File: src/hw/rtl/stcp_pkg.sv
// stcp_pkg: shared types, constants and column lookup for the set-time command parser.
// No dependencies.
`default_nettype none
package stcp_pkg;

  localparam int unsigned LineLen = 23;
  localparam logic [4:0] LastCol = 5'(LineLen - 1);

  localparam logic [7:0] ChCr    = 8'd13;
  localparam logic [7:0] ChLf    = 8'd10;
  localparam logic [7:0] ChS     = 8'h53;
  localparam logic [7:0] ChE     = 8'h45;
  localparam logic [7:0] ChT     = 8'h54;
  localparam logic [7:0] ChSpace = 8'h20;
  localparam logic [7:0] ChColon = 8'h3A;
  localparam logic [7:0] ChSlash = 8'h2F;
  localparam logic [7:0] ChZero  = 8'h30;
  localparam logic [7:0] ChNine  = 8'h39;
  localparam logic [7:0] ChNone  = 8'h00;

  localparam logic [1:0] StatusOk       = 2'd0;
  localparam logic [1:0] StatusFormat   = 2'd1;
  localparam logic [1:0] StatusRange    = 2'd2;

  localparam logic [6:0] MaxHour   = 7'd23;
  localparam logic [6:0] MaxMinSec = 7'd59;
  localparam logic [6:0] MaxDate   = 7'd31;
  localparam logic [6:0] MaxMonth  = 7'd12;

  // where the two-digit value of a units column is stored
  localparam logic [2:0] DestNone   = 3'd0;
  localparam logic [2:0] DestHour   = 3'd1;
  localparam logic [2:0] DestMinute = 3'd2;
  localparam logic [2:0] DestSecond = 3'd3;
  localparam logic [2:0] DestDate   = 3'd4;
  localparam logic [2:0] DestMonth  = 3'd5;
  localparam logic [2:0] DestYear   = 3'd6;

  typedef struct packed {
    logic       line_end;   // CR or LF
    logic       last;       // final column of the line
    logic       bad;        // character does not fit its column
    logic       load_tens;  // tens digit column
    logic [3:0] digit;      // digit value, zero if not a digit
    logic [2:0] dest;       // accumulator written on a units column
  } dec_t;

  typedef struct packed {
    logic [1:0] status;
    logic [4:0] hour;
    logic [5:0] minute;
    logic [5:0] second;
    logic [4:0] day_of_month;
    logic [3:0] month;
    logic [6:0] year_two_digit;
  } result_t;

  // fixed character of a column, ChNone for a digit column
  function automatic logic [7:0] fixed_char(input logic [4:0] col);
    logic [7:0] ch;
    case (col)
      5'd0:           ch = ChS;
      5'd1:           ch = ChE;
      5'd2:           ch = ChT;
      5'd3, 5'd12:    ch = ChSpace;
      5'd6, 5'd9:     ch = ChColon;
      5'd15, 5'd18:   ch = ChSlash;
      default:        ch = ChNone;
    endcase
    return ch;
  endfunction

  function automatic logic [2:0] dest_of(input logic [4:0] col);
    logic [2:0] d;
    case (col)
      5'd5:    d = DestHour;
      5'd8:    d = DestMinute;
      5'd11:   d = DestSecond;
      5'd14:   d = DestDate;
      5'd17:   d = DestMonth;
      5'd22:   d = DestYear;
      default: d = DestNone;
    endcase
    return d;
  endfunction

endpackage
`default_nettype wire

File: src/hw/rtl/stcp_decode.sv
// stcp_decode: classifies one character against the current column.
// Depends on stcp_pkg.
`default_nettype none
module stcp_decode (
  input  wire logic [4:0]  position,
  input  wire logic [7:0]  char_in,
  output stcp_pkg::dec_t   dec
);
  import stcp_pkg::*;

  logic [4:0] col;
  logic [7:0] want;
  logic       is_dig;
  logic [7:0] diff;

  always_comb begin
    col    = (position > LastCol) ? LastCol : position;
    want   = fixed_char(col);
    is_dig = (char_in >= ChZero) && (char_in <= ChNine);
    diff   = char_in - ChZero;

    dec.line_end  = (char_in == ChCr) || (char_in == ChLf);
    dec.last      = (col == LastCol);
    dec.digit     = is_dig ? diff[3:0] : 4'd0;
    dec.bad       = (want != ChNone) ? (char_in != want) : !is_dig;
    dec.dest      = (want != ChNone) ? DestNone : dest_of(col);
    dec.load_tens = 1'b0;
    case (col)
      5'd4, 5'd7, 5'd10, 5'd13, 5'd16, 5'd19, 5'd21: dec.load_tens = 1'b1;
      default: dec.load_tens = 1'b0;
    endcase
  end

endmodule
`default_nettype wire

File: src/hw/rtl/stcp_core.sv
// stcp_core: line state (column, error flag, accumulators) and result forming.
// Depends on stcp_pkg.
`default_nettype none
module stcp_core (
  input  wire logic        clk,
  input  wire logic        rst,
  input  wire logic        step,
  input  wire stcp_pkg::dec_t dec,
  output logic [4:0]       position,
  output logic             emit,
  output stcp_pkg::result_t result
);
  import stcp_pkg::*;

  logic       format_bad, format_bad_next;
  logic [3:0] tens_digit, tens_digit_next;
  logic [6:0] hour_acc, minute_acc, second_acc, date_acc, month_acc, year_acc;
  logic [6:0] hour_next, minute_next, second_next, date_next, month_next, year_next;
  logic [6:0] val;
  logic       out_of_range;

  always_comb begin
    // tens*10 + units, at most 99
    val = ({3'd0, tens_digit} << 3) + ({3'd0, tens_digit} << 1) + {3'd0, dec.digit};

    format_bad_next = format_bad | dec.bad;
    tens_digit_next = dec.load_tens ? dec.digit : tens_digit;
    hour_next   = (dec.dest == DestHour)   ? val : hour_acc;
    minute_next = (dec.dest == DestMinute) ? val : minute_acc;
    second_next = (dec.dest == DestSecond) ? val : second_acc;
    date_next   = (dec.dest == DestDate)   ? val : date_acc;
    month_next  = (dec.dest == DestMonth)  ? val : month_acc;
    year_next   = (dec.dest == DestYear)   ? val : year_acc;

    out_of_range = (hour_next > MaxHour) || (minute_next > MaxMinSec) ||
                   (second_next > MaxMinSec) || (date_next == 7'd0) ||
                   (date_next > MaxDate) || (month_next == 7'd0) ||
                   (month_next > MaxMonth);

    emit   = dec.line_end || dec.last;
    result = '0;
    if (dec.line_end || format_bad_next) begin
      result.status = StatusFormat;
    end else if (out_of_range) begin
      result.status = StatusRange;
    end else begin
      result.status         = StatusOk;
      result.hour           = hour_next[4:0];
      result.minute         = minute_next[5:0];
      result.second         = second_next[5:0];
      result.day_of_month   = date_next[4:0];
      result.month          = month_next[3:0];
      result.year_two_digit = year_next;
    end
  end

  always_ff @(posedge clk) begin
    if (rst || (step && emit)) begin
      position   <= '0;
      format_bad <= 1'b0;
      tens_digit <= '0;
      hour_acc   <= '0;
      minute_acc <= '0;
      second_acc <= '0;
      date_acc   <= '0;
      month_acc  <= '0;
      year_acc   <= '0;
    end else if (step) begin
      position   <= position + 5'd1;
      format_bad <= format_bad_next;
      tens_digit <= tens_digit_next;
      hour_acc   <= hour_next;
      minute_acc <= minute_next;
      second_acc <= second_next;
      date_acc   <= date_next;
      month_acc  <= month_next;
      year_acc   <= year_next;
    end
  end

endmodule
`default_nettype wire

File: src/hw/rtl/set_time_command_parser_top.sv
// set_time_command_parser_top: parses "SET HH:MM:SS DD/MM/YYYY" one character at a time.
// Depends on stcp_pkg, stcp_decode, stcp_core.
//
//   channel | handshake            | payload
//   --------+----------------------+----------------------------------------------
//   in      | in_valid / in_ready  | char_in[7:0]
//   out     | out_valid / out_ready| status, hour, minute, second, day_of_month,
//           |                      | month, year_two_digit
//
// One character per clock sustained, unless a line-ending character waits. An accepted
// character is held in the input register; the decode and state update between it
// and the result register is a single pass, with no further register between them.
// Characters that end no line leave nothing on the output side and never stall.
// A character that ends a line (23rd column, CR or LF) waits in the input register
// only while the result register is full and not being drained.
// rst (synchronous) empties both registers and returns the parser to column 0.
`default_nettype none
module set_time_command_parser_top (
  input  wire logic       clk,
  input  wire logic       rst,
  input  wire logic       in_valid,
  output logic            in_ready,
  input  wire logic [7:0] char_in,
  output logic            out_valid,
  input  wire logic       out_ready,
  output logic [1:0]      status,
  output logic [4:0]      hour,
  output logic [5:0]      minute,
  output logic [5:0]      second,
  output logic [4:0]      day_of_month,
  output logic [3:0]      month,
  output logic [6:0]      year_two_digit
);
  import stcp_pkg::*;

  logic       char_valid;
  logic [7:0] char_q;
  logic [4:0] position;
  dec_t       dec;
  logic       emit;
  result_t    result;
  result_t    result_q;
  logic       out_free;
  logic       step;

  // result slot can take a new transaction this cycle
  assign out_free = !out_valid || out_ready;
  // held character is processed unless it needs the result slot and that is full
  assign step     = char_valid && (!emit || out_free);
  assign in_ready = !char_valid || step;

  stcp_decode u_decode (
    .position (position),
    .char_in  (char_q),
    .dec      (dec)
  );

  stcp_core u_core (
    .clk      (clk),
    .rst      (rst),
    .step     (step),
    .dec      (dec),
    .position (position),
    .emit     (emit),
    .result   (result)
  );

  // input register
  always_ff @(posedge clk) begin
    if (rst) begin
      char_valid <= 1'b0;
    end else if (in_ready) begin
      char_valid <= in_valid;
    end
  end

  always_ff @(posedge clk) begin
    if (in_ready && in_valid) begin
      char_q <= char_in;
    end
  end

  // result register
  always_ff @(posedge clk) begin
    if (rst) begin
      out_valid <= 1'b0;
    end else if (out_free) begin
      out_valid <= step && emit;
    end
  end

  always_ff @(posedge clk) begin
    if (out_free && step && emit) begin
      result_q <= result;
    end
  end

  assign status         = result_q.status;
  assign hour           = result_q.hour;
  assign minute         = result_q.minute;
  assign second         = result_q.second;
  assign day_of_month   = result_q.day_of_month;
  assign month          = result_q.month;
  assign year_two_digit = result_q.year_two_digit;

endmodule
`default_nettype wire

File: config.mk
export PLATFORM = sky130hd
export DESIGN_NAME = set_time_command_parser_top
export DESIGN_NICKNAME = d
export VERILOG_FILES = /design/src/hw/rtl/stcp_pkg.sv /design/src/hw/rtl/stcp_decode.sv /design/src/hw/rtl/stcp_core.sv /design/src/hw/rtl/set_time_command_parser_top.sv
export SDC_FILE = /design/constraint.sdc
export NUM_CORES = 1
export LEC_CHECK = 0
export ABC_AREA = 1
export BUFFER_PORTS_ARGS = -buffer_cell sky130_fd_sc_hd__buf_2
export CAP_MARGIN = 10
export CORE_MARGIN = 10
export CORE_UTILIZATION = 50
export CTS_CLUSTER_DIAMETER = 200
export DETAILED_ROUTE_END_ITERATION = 10
export GPL_ROUTABILITY_DRIVEN = 0
export GPL_TIMING_DRIVEN = 0
export PLACE_DENSITY = 0.83
export SKIP_CTS_REPAIR_TIMING = 1
export SLEW_MARGIN = 40
export SYNTH_ARGS = -nofsm -noshare
export SYNTH_HDL_FRONTEND = slang
export SYNTH_SLANG_ARGS = --single-unit
File: constraint.sdc
create_clock -name clk -period 4.5 [get_ports clk]
set_clock_uncertainty 0.15 [all_clocks]
set_input_delay 0.9 -clock clk [delete_from_list [all_inputs] [get_ports clk]]
set_output_delay 0.9 -clock clk [all_outputs]
set_load 0.02 [all_outputs]
==> results.md, run 1 <==
- At the worst endpoint, the required time is between 4000 and 5000 ps.
- The worst setup path is launched from a flop.
- The total of endpoints with negative setup slack in the final report is 0.
- After filler insertion, the fill cell instance count of the layout stands at 939.
- The share of total power dissipated in the clock network is 0.379.
- The clock slew seen by the registers of the worst setup and hold paths is roughly 100 ps.
- The number of cell rows is 37.
- The share of the clock period used by the worst path after layout is 0.912.
- The critical path in this run is classified as flop to flop.
- The final route contains around 4700 vias.
- The net switching component of the power is approximately 0.00046 W.
- The cell area power density is 300 mW/mm2.
- The worst path meets setup with ~400 ps of slack.
- The library cell occupying the most area in the post-synthesis netlist is sky130_fd_sc_hd__edfxtp_1.
- Derived from the worst setup path, the maximum achievable clock frequency is ~0.24 GHz.
- The full die area is roughly 0.015 mm2.
- The number of slew-limit violations in the final report is 0.
- The share of total power dissipated in sequential elements is 0.523.
- The slowest stage of the critical path is the sky130_fd_sc_hd__dfxtp_1 cell.
- The flip-flop and latch count after synthesis is 97.
- Of the total synthesized cell area, the portion taken by AND, OR, NAND and NOR gates is 0.266.
- The proportion of synthesized flip-flops having asynchronous set or reset is 0.
- The die boundary height is 124 um.
- The adder and majority cell fraction of the synthesized area is 0.0468.
- Buffers placed on the I/O ports in this run total 48.
- The number of warnings reported in the yosys synthesis log is 0.
- The switching portion of total power is 0.251.
- In this design, the stage delay of the slowest critical-path cell is about 340 ps.
- The area fraction of the dominant cell type after synthesis is 0.239.
- The clock sink count is slightly below 100.
- Hold is met by around 340 ps.
- The number of different library cells used by synthesis comes to 39.
- For the pin with the worst max-slew slack, the measured transition is 661 ps.
- The final routed wirelength across all metal layers is 12.6 mm.
- The first routing iteration left about 450 violations.
- The sequential area share after synthesis is 0.439.
- The area growth from synthesis to layout is 13.6%.
- The later-pin clock latency in the skew report is 380 ps.
- The count of antenna-violating nets left after detailed routing is 0.
- The multiplexer area fraction after synthesis is 0.
- The worst setup path is captured at a flop.
- The clock passes through at most 2 buffers.
- The total count of hold-check failures in the final report is 0.
- The data arrival at the endpoint of the critical path is 4190 ps.
- The antenna diode instance count is 0.
- After detailed routing, the number of remaining DRC violations is 0.
- Of the total power, combinational logic draws 0.098.
- The TritonCTS clock tree is yes.
- The class of the tightest hold or removal check is flop to flop.
- Across every metal layer, demand over resource in global routing totals 0.167.
- The cell count after synthesis came out at between 600 and 700.
- For this design the top-level I/O count stands at 49.
- The largest net degree at the start of global routing is 24.
- Ranked by total cell area, the synthesized netlist is headed by sky130_fd_sc_hd__edfxtp_1 (24%), sky130_fd_sc_hd__dfxtp_1 (20%), sky130_fd_sc_hd__nand2_1 (10%).
- Of the cells placed in the final design, the portion with a size suffix greater than 1 is 0.190.
- The H-tree generated during clock tree synthesis spans 3 levels.
- For this run the aggregate overflow at the end of global routing stands at 0.
- The post-synthesis compound-gate area fraction is 0.130.
- The cell at the root of the clock tree is sky130_fd_sc_hd__clkbuf_8.
- The core area is 0.0104 mm2.
- Counting the buffers created by CTS gives 9.
- Setup repair after global routing left no endpoint under its margin.
- The internal power of the cells is 0.00138 W.
- For flop-to-flop paths, the worst setup slack is 400 ps.
- In this run the worst path has a maximum fanout of 10.
- The minimum clock period after layout is between 4000 and 5000 ps.
- Of the total synthesized cell area, the portion taken by XOR and XNOR cells is 0.0114.
- The number of global-route vias before repair was about 4300.
- Max-cap violations in this run came to 0.
- The synthesized netlist occupies a cell area of about 0.0054 mm2.
- The relative slew slack is 0.554.
- In this run, synthesis inferred 43 flip-flops with an integrated enable.
- After synthesis, the largest family of logic cells by area is simple AND/OR/NAND/NOR gates.
- The worst-case IR drop observed on VDD is between 0.15 and 0.2 mV.
- The initial core utilization is 0.518.
- The top flip-flop cell by instance count after synthesis is sky130_fd_sc_hd__dfxtp_1.
- The routed wire length per instance is around 14 um.
- The first-pass GRT wire length is around 20 mm.
- The final layout net count is ~770.
- The via count normalized by instance count is 5.31.
- The leakage power is about 2.9 nW.
- The number of detailed-routing iterations run before antenna repair is 5.
- The number of antenna violations at the first check in global routing is 0.
- A synthesized cell averages 7.96 um2.
- Timing analysis after detailed placement gives a worst setup slack of approximately 320 ps.
- The HPWL after detailed placement is 9.41 mm.
- Once placement finished, the instance area stood at just under 0.006 mm2.
- When the netlist entered floorplanning its net count stood at between 700 and 800.
- The width of the die is around 120 um.
- Summing all non-filler instances in the final layout gives an area of 0.00613 mm2.
- The flow ran to the end, and the final reports show no timing, DRC or antenna violations.
==> synthesized netlist by cell type (2+ instances only) <==
master and number:
sky130_fd_sc_hd__inv_1 115, sky130_fd_sc_hd__buf_6 5, sky130_fd_sc_hd__edfxtp_1 43, sky130_fd_sc_hd__a211oi_1 3, sky130_fd_sc_hd__nand2_2 4, sky130_fd_sc_hd__o21ai_2 2, sky130_fd_sc_hd__inv_2 5, sky130_fd_sc_hd__nand3_4 2
sky130_fd_sc_hd__nand3_2 3, sky130_fd_sc_hd__nand3_1 17, sky130_fd_sc_hd__xor2_1 7, sky130_fd_sc_hd__nor2_4 3, sky130_fd_sc_hd__or2_2 2, sky130_fd_sc_hd__nor2_1 50, sky130_fd_sc_hd__nand2_4 2, sky130_fd_sc_hd__o21ai_1 6
sky130_fd_sc_hd__nand4_1 21, sky130_fd_sc_hd__nor3_1 7, sky130_fd_sc_hd__fa_1 2, sky130_fd_sc_hd__nand4_4 3, sky130_fd_sc_hd__nor2_2 33, sky130_fd_sc_hd__o22ai_1 2, sky130_fd_sc_hd__clkbuf_1 15, sky130_fd_sc_hd__o21ai_0 37
sky130_fd_sc_hd__nand2_1 144, sky130_fd_sc_hd__a21oi_1 41, sky130_fd_sc_hd__dfxtp_1 54, sky130_fd_sc_hd__ha_1 17, sky130_fd_sc_hd__buf_2 2, sky130_fd_sc_hd__o211ai_1 22
==> power groups by stage <==
stage | clock network [W] | logic [W] | registers (W)
after CTS | 0.000694 | 0.000177 | 0.000961
after global placement | 0 | 0.000170 | 0.000980
after global routing | 0.000733 | 0.000206 | 0.000965
after floorplan | 0 | 0.000133 | 0.000977
after detailed placement | 0 | 0.000175 | 0.000981
final | 0.000698 | 0.000180 | 0.000962
==> logic make-up after synthesis <==
family                     Yosys count
and+or+nand+nor                    293
buffers and inverters              142
AOI/OAI and AO/OA                  120
DFF                                 97
adders and majority gates           19
xor gates and xnor gates             7
==> layout by cell type, fill, tap and decap left out, drive strengths merged, types with 2 or more instances in the layout <==
cell type  netlist  routed
nand2          150     150
inv            120     122
nor2            87      87
buf              7      60
dfxtp           54      54
o21ai           46      46
edfxtp          43      43
a21oi           42      42
clkbuf          15      25
nand4           24      24
o211ai          22      22
nand3           22      22
ha              17      17
nor3             7       7
xor2             7       7
a211oi           3       3
bufinv           0       3
o22ai            2       2
or2              2       2
fa               2       2
==> worst max-delay path: cells and delay by family (launching register included) <==
family | cells | cell delay (ps)
and+or+nand+nor | 18 | 2070
buffers and inverters | 6 | 730
adders and majority gates | 2 | 460
DFF | 1 | 340
AOI/OAI and AO/OA | 1 | 210
==> cell type report <==
class / count / area, um2 / share of cell area
buffer: 22 / 123 / 0.0200
clock buffer: 10 / 128 / 0.0208
clock inverter: 6 / 115 / 0.0188
inverter: 120 / 453 / 0.0738
multi-input combinational: 439 / 2470 / 0.403
sequential: 97 / 2370 / 0.387
tap: 136 / 170 / 0.0277
timing repair buffer: 53 / 298 / 0.0485
==> state kept, by name, indices dropped and copies added, names as in the netlist <==
register,cells
char_q,8
char_valid,1
day_of_month,5
hour,5
minute,6
month,4
out_valid,1
second,6
status,2
u_core.date_acc,7
u_core.format_bad,1
u_core.hour_acc,7
u_core.minute_acc,7
u_core.month_acc,7
u_core.position,5
u_core.second_acc,7
u_core.tens_digit,4
u_core.year_acc,7
year_two_digit,7
==> stage by stage <==
step	cells	utilization	total power (W)	TNS, ps
after floorplan	678	-	0.00111	0
after global placement	862	0.558	0.00115	-58340
after detailed placement	863	0.561	0.00116	0
after CTS	879	0.584	0.00183	0
after global routing	883	0.589	0.00190	0
final	883	0.589	0.00184	0
==> routing by layer <==
metal / global-route usage / up-vias / wire length (um)
li1: - / 2332 / -
met4: 0.0583 / 0 / 297
met5: 0 / - / 0
met2: 0.273 / 201 / 5680
met3: 0.0367 / 31 / 1220
met1: 0.215 / 2125 / 5390
==> worst paths after layout <==
check                                           from              endpoint  cells past startpoint
worst max-delay path              u_core.position[0]               hour[1]                     27
worst min-delay path            u_core.tens_digit[1]  u_core.tens_digit[1]                      2
worst max register to register    u_core.position[0]               hour[1]                     27
worst min register to register  u_core.tens_digit[1]  u_core.tens_digit[1]                      2
No activity file was read; power rests on OpenSTA's default activity.
==> run 2: changes to the inputs <==
Settings changed: ABC_AREA 1 to default.
==> run 2 against run 1 <==
Against the previous run: clock power fell by 17%; largest cell class unchanged; synthesized cell count decreased by 19%; via count down 0.81%; largest power group unchanged; wire length increased by 12%; core utilization up 1.4 points; cell count is 13% lower; clock-buffer cell count unchanged; global-route usage grew 1.0 points; cell area is 1.9% higher; maximum frequency down 5.8%; setup slack lost 250 ps; critical path depth is 13 lower.
==> results.md, run 2 <==
- The run finished with clean final reports.
- The core area is 0.0104 mm2 (-0.44%).
- The share of the clock period used by the worst path after layout is 0.968 (+0.0563).
- The largest net degree at the start of global routing was 25 (+4.2%).
- The count of different cell masters after synthesis is 72 (+85%).
- The total nets after synthesis was 583 (-18%).
- The beginning of the critical path is char_q[6].
- The number of cell rows is 37 (unchanged).
- The proportion of synthesized flip-flops having asynchronous set or reset is 0 (unchanged).
- The via count came to 4651 (-0.81%).
- The later-pin clock latency in the skew report is 380 ps (about the same).
- The share of post-route cells with drive strength above 1 came to 0.254 (+0.0639).
- The total power consumption of the routed design came to 0.00163 W (-11%).
- The initial core utilization came to 0.518 (-0.000823).
- The relative slew slack is 0.494 (-0.0602).
- The leakage power is 2.52 nW (-13%).
- The number of warnings reported in the yosys synthesis log is 0 (unchanged).
- The combined global-route utilization of all metal layers was 0.178 (+0.0101).
- Summed over all instances, the cell type with the most area after synthesis is sky130_fd_sc_hd__edfxtp_1.
- The I/O pin count was 49 (unchanged).
- The minimum clock period after layout is 4360 ps (+253 ps).
- The number of flip-flops in the largest register is 8 (unchanged).
- The sequential area share after synthesis came to 0.442 (+0.00266).
- The final routed wirelength across all metal layers is 14.2 mm (+12%).
- The critical path is of the flop to flop type.
- The die boundary height came to 124 um (-0.25%).
- TritonCTS built the clock tree.
- From synthesis to final layout, the design area changed by 16.5%.
- The cell count after synthesis is 552 (-19%).
- The number of detailed-routing iterations run before antenna repair is 6 (+1).
- The cell at the root of the clock tree is sky130_fd_sc_hd__clkbuf_8.
- By instance count, the cell type seen most on the critical path is sky130_fd_sc_hd__and2_4.
- The flip-flop and latch count after synthesis is 97 (unchanged).
- The endpoint required time on the critical path is 4550 ps (-40 ps).
- The top flip-flop cell by instance count after synthesis is sky130_fd_sc_hd__dfxtp_1.
- Setup repair after global routing left no endpoint under its margin.
- The data arrival at the endpoint of the critical path came to 4410 ps (+220 ps).
- The routed wire length per instance was 18.5 um (+30%).
- The clock sink count was 97 (unchanged).
- The remaining global-route overflow is 0 (unchanged).
- The net switching component of the power is 0.000405 W (-12%).
- The width of the die was 124 um (-0.25%).
- The full die area is 0.0153 mm2 (-0.51%).
- The cell area after synthesis is 0.00537 mm2 (-0.60%).
- The register ranked first by flip-flop count is char_q.
- Leaving out fill and tap cells, the most frequent cells in the layout are sky130_fd_sc_hd__nor2_1 (60), sky130_fd_sc_hd__dfxtp_1 (54), sky130_fd_sc_hd__buf_2 (52).
- The total of endpoints with negative setup slack in the final report is 0 (unchanged).
- The clock slew seen by the registers of the worst setup and hold paths is 100 ps (about the same).
- The antenna diode instance count is 0 (unchanged).
- Counting instances in the post-synthesis netlist gives the leading cell types as sky130_fd_sc_hd__nor2_1 (60), sky130_fd_sc_hd__dfxtp_1 (54), sky130_fd_sc_hd__nand2_1 (52).
- Traced cell by cell, the critical path runs through nor4bb_4 > and2_4 > nand2_2 > fa_1 > inv_2 > fa_2 > a211o_1 > a21o_1 > and2_4 > a2111o_1 > a221oi_4 > o2111ai_4 > buf_12 > a211oi_1.
- Ranked by total cell area, the synthesized netlist is headed by sky130_fd_sc_hd__edfxtp_1 (24%), sky130_fd_sc_hd__dfxtp_1 (20%), sky130_fd_sc_hd__mux2i_1 (6.9%).
- The worst-margin pin slew is 755 ps (+93.5 ps).
- The via count normalized by instance count was 6.07 (+14%).
- The first-pass GRT wire length came to 21.6 mm (+5.1%).
- The total count of hold-check failures in the final report came to 0 (unchanged).
- The critical path endpoint category is a flop.
- The worst path setup slack after routing is 144 ps (-253 ps).
- The cell at the slowest stage of the critical path is sky130_fd_sc_hd__fa_1.
- The final layout net count is 656 (-15%).
- The area fraction of the dominant cell type after synthesis came to 0.241 (+0.00145).
- The relative contribution of combinational cells to total power was 0.068 (-0.030).
- The class of the tightest hold or removal check is flop to flop.
- The startpoint of the worst hold path is u_core.year_acc[2].
- The number of port buffers is 48 (unchanged).
- The worst setup slack before clock tree synthesis is -470 ps (-795 ps).
- The clock buffer count from CTS is 9 (unchanged).
- In this run the critical register-to-register path is launched from char_q[6].
- The switching portion of total power is 0.249 (-0.00242).
- The number of violations reported at the end of detailed-routing iteration 0 is 445 (-1.5%).
- The number of antenna violations at the first check in global routing is 0 (unchanged).
- The peak clock frequency supported by timing is 0.230 GHz (-5.8%).
- The number of H-tree branching levels is 3 (unchanged).
- The cell area power density is 261 mW/mm2 (-13%).
- The sequential fraction of design power is 0.575 (+0.052).
- The post-synthesis area per instance is 9.72 um2 (+22%).
- The maximum buffer depth of the clock tree was 2 (unchanged).
- The leading cell type in the layout, fill and taps excluded is sky130_fd_sc_hd__nor2_1.
- The startpoint class of the critical path is a flop.
- The number of flops mapped to enable cells by yosys came to 43 (unchanged).
- The count of buffer and inverter cells on the critical path was 2 (-4).
- The internal power of the cells is 0.00122 W (-11%).
- The number of slew-limit violations in the final report was 0 (unchanged).
- The cell with the most instances after synthesis is sky130_fd_sc_hd__nor2_1.
- The clock share of power is 0.357 (-0.022).
- Among cell families on the critical path, the largest total delay comes from compound AO/OA/AOI/OAI gates.
- The count of fill cells added during filler insertion came to 816 (-13%).
- The count of antenna-violating nets left after detailed routing is 0 (unchanged).
- The number of placed instances with taps included was 737 (-15%).
- The number of remaining DRC errors came to 0 (unchanged).
- The largest fanout on the critical path is 8 (-2).
- The number of global-route vias before repair is 4421 (+2.3%).
- The filler-free cell count of the finished design is 766 (-13%).
- The delay of the slowest cell on the worst path is 510 ps (+170 ps).
- The worst-case vdd ir drop was 0.165 mV (-5.9%).
- The HPWL after detailed placement was 9.83 mm (+4.5%).
- The max-capacitance violation count came to 0 (unchanged).
run 2: changes by cell type after synthesis, sizes merged, moves of 9 or more:
| cell | change |
|---|---|
| o21ai | -30 |
| nand4 | -18 |
| o211ai | -18 |
| buf | +9 |
| inv | -107 |
| nand2 | -97 |
| mux2i | +37 |
run 2: worst paths after layout:
check,end,cells after the start,slack (ps)
max reg2reg,day_of_month[4],14,140
min reg2reg,u_core.year_acc[2],2,320
min,u_core.year_acc[2],2,320
max,day_of_month[4],14,140
run 2: cell type report:
| cell class | instances | area (um2) | area share |
|---|---|---|---|
| clock buffers | 10 | 128 | 0.0204 |
| repair buffers | 65 | 423 | 0.0677 |
| multi-input cells | 406 | 2840 | 0.455 |
| inverters | 13 | 48.8 | 0.00781 |
| well taps | 136 | 170 | 0.0272 |
| clock inverters | 6 | 66.3 | 0.0106 |
| plain buffers | 33 | 200 | 0.0320 |
| flip-flops and latches | 97 | 2370 | 0.380 |
run 2: stage by stage:
| step | TNS (ps) | utilization | instance area [um2] | hold WS [ps] |
|---|---|---|---|---|
| after CTS | -15700 | 0.579 | 6010 | 315 |
| after global routing | 0 | 0.603 | 6250 | 333 |
| after floorplan | 0 | - | 5380 | 283 |
| final | 0 | 0.603 | 6250 | 316 |
| after detailed placement | -14650 | 0.561 | 5810 | 302 |
| after global placement | -37210 | 0.558 | 5790 | 291 |
run 2: logic make-up after synthesis:
family,synth area share
simple gates,0.216
fa+ha+maj,0.0490
mux,0.0781
compound gates,0.147
buf+inv,0.0473
flops,0.442
xor+xnor,0.0212
run 2: power groups by stage:
stage          Combinational (W)  Clock, W  Sequential, W
2_1_floorplan          0.0000693         0       0.000951
4_1_cts                0.0000972  0.000581       0.000934
6_report                0.000111  0.000582       0.000936
3_3_place_gp           0.0000925         0       0.000954
3_5_place_dp           0.0000964         0       0.000955
5_1_grt                 0.000120  0.000619       0.000937
run 2: tightest hold or removal path, delay by kind of cell (launching register included):
kind / cells / cell delay, ps
compound gates: 1 / 50
simple gates: 1 / 50
flops: 1 / 320
run 2: routing by layer:
layer  track usage  share of wire  vias up
li1              -              -     2125
met1         0.212           0.39     2185
met2         0.291           0.48      275
met3        0.0416          0.097       66
met4        0.0961          0.039        0
met5             0              0        -
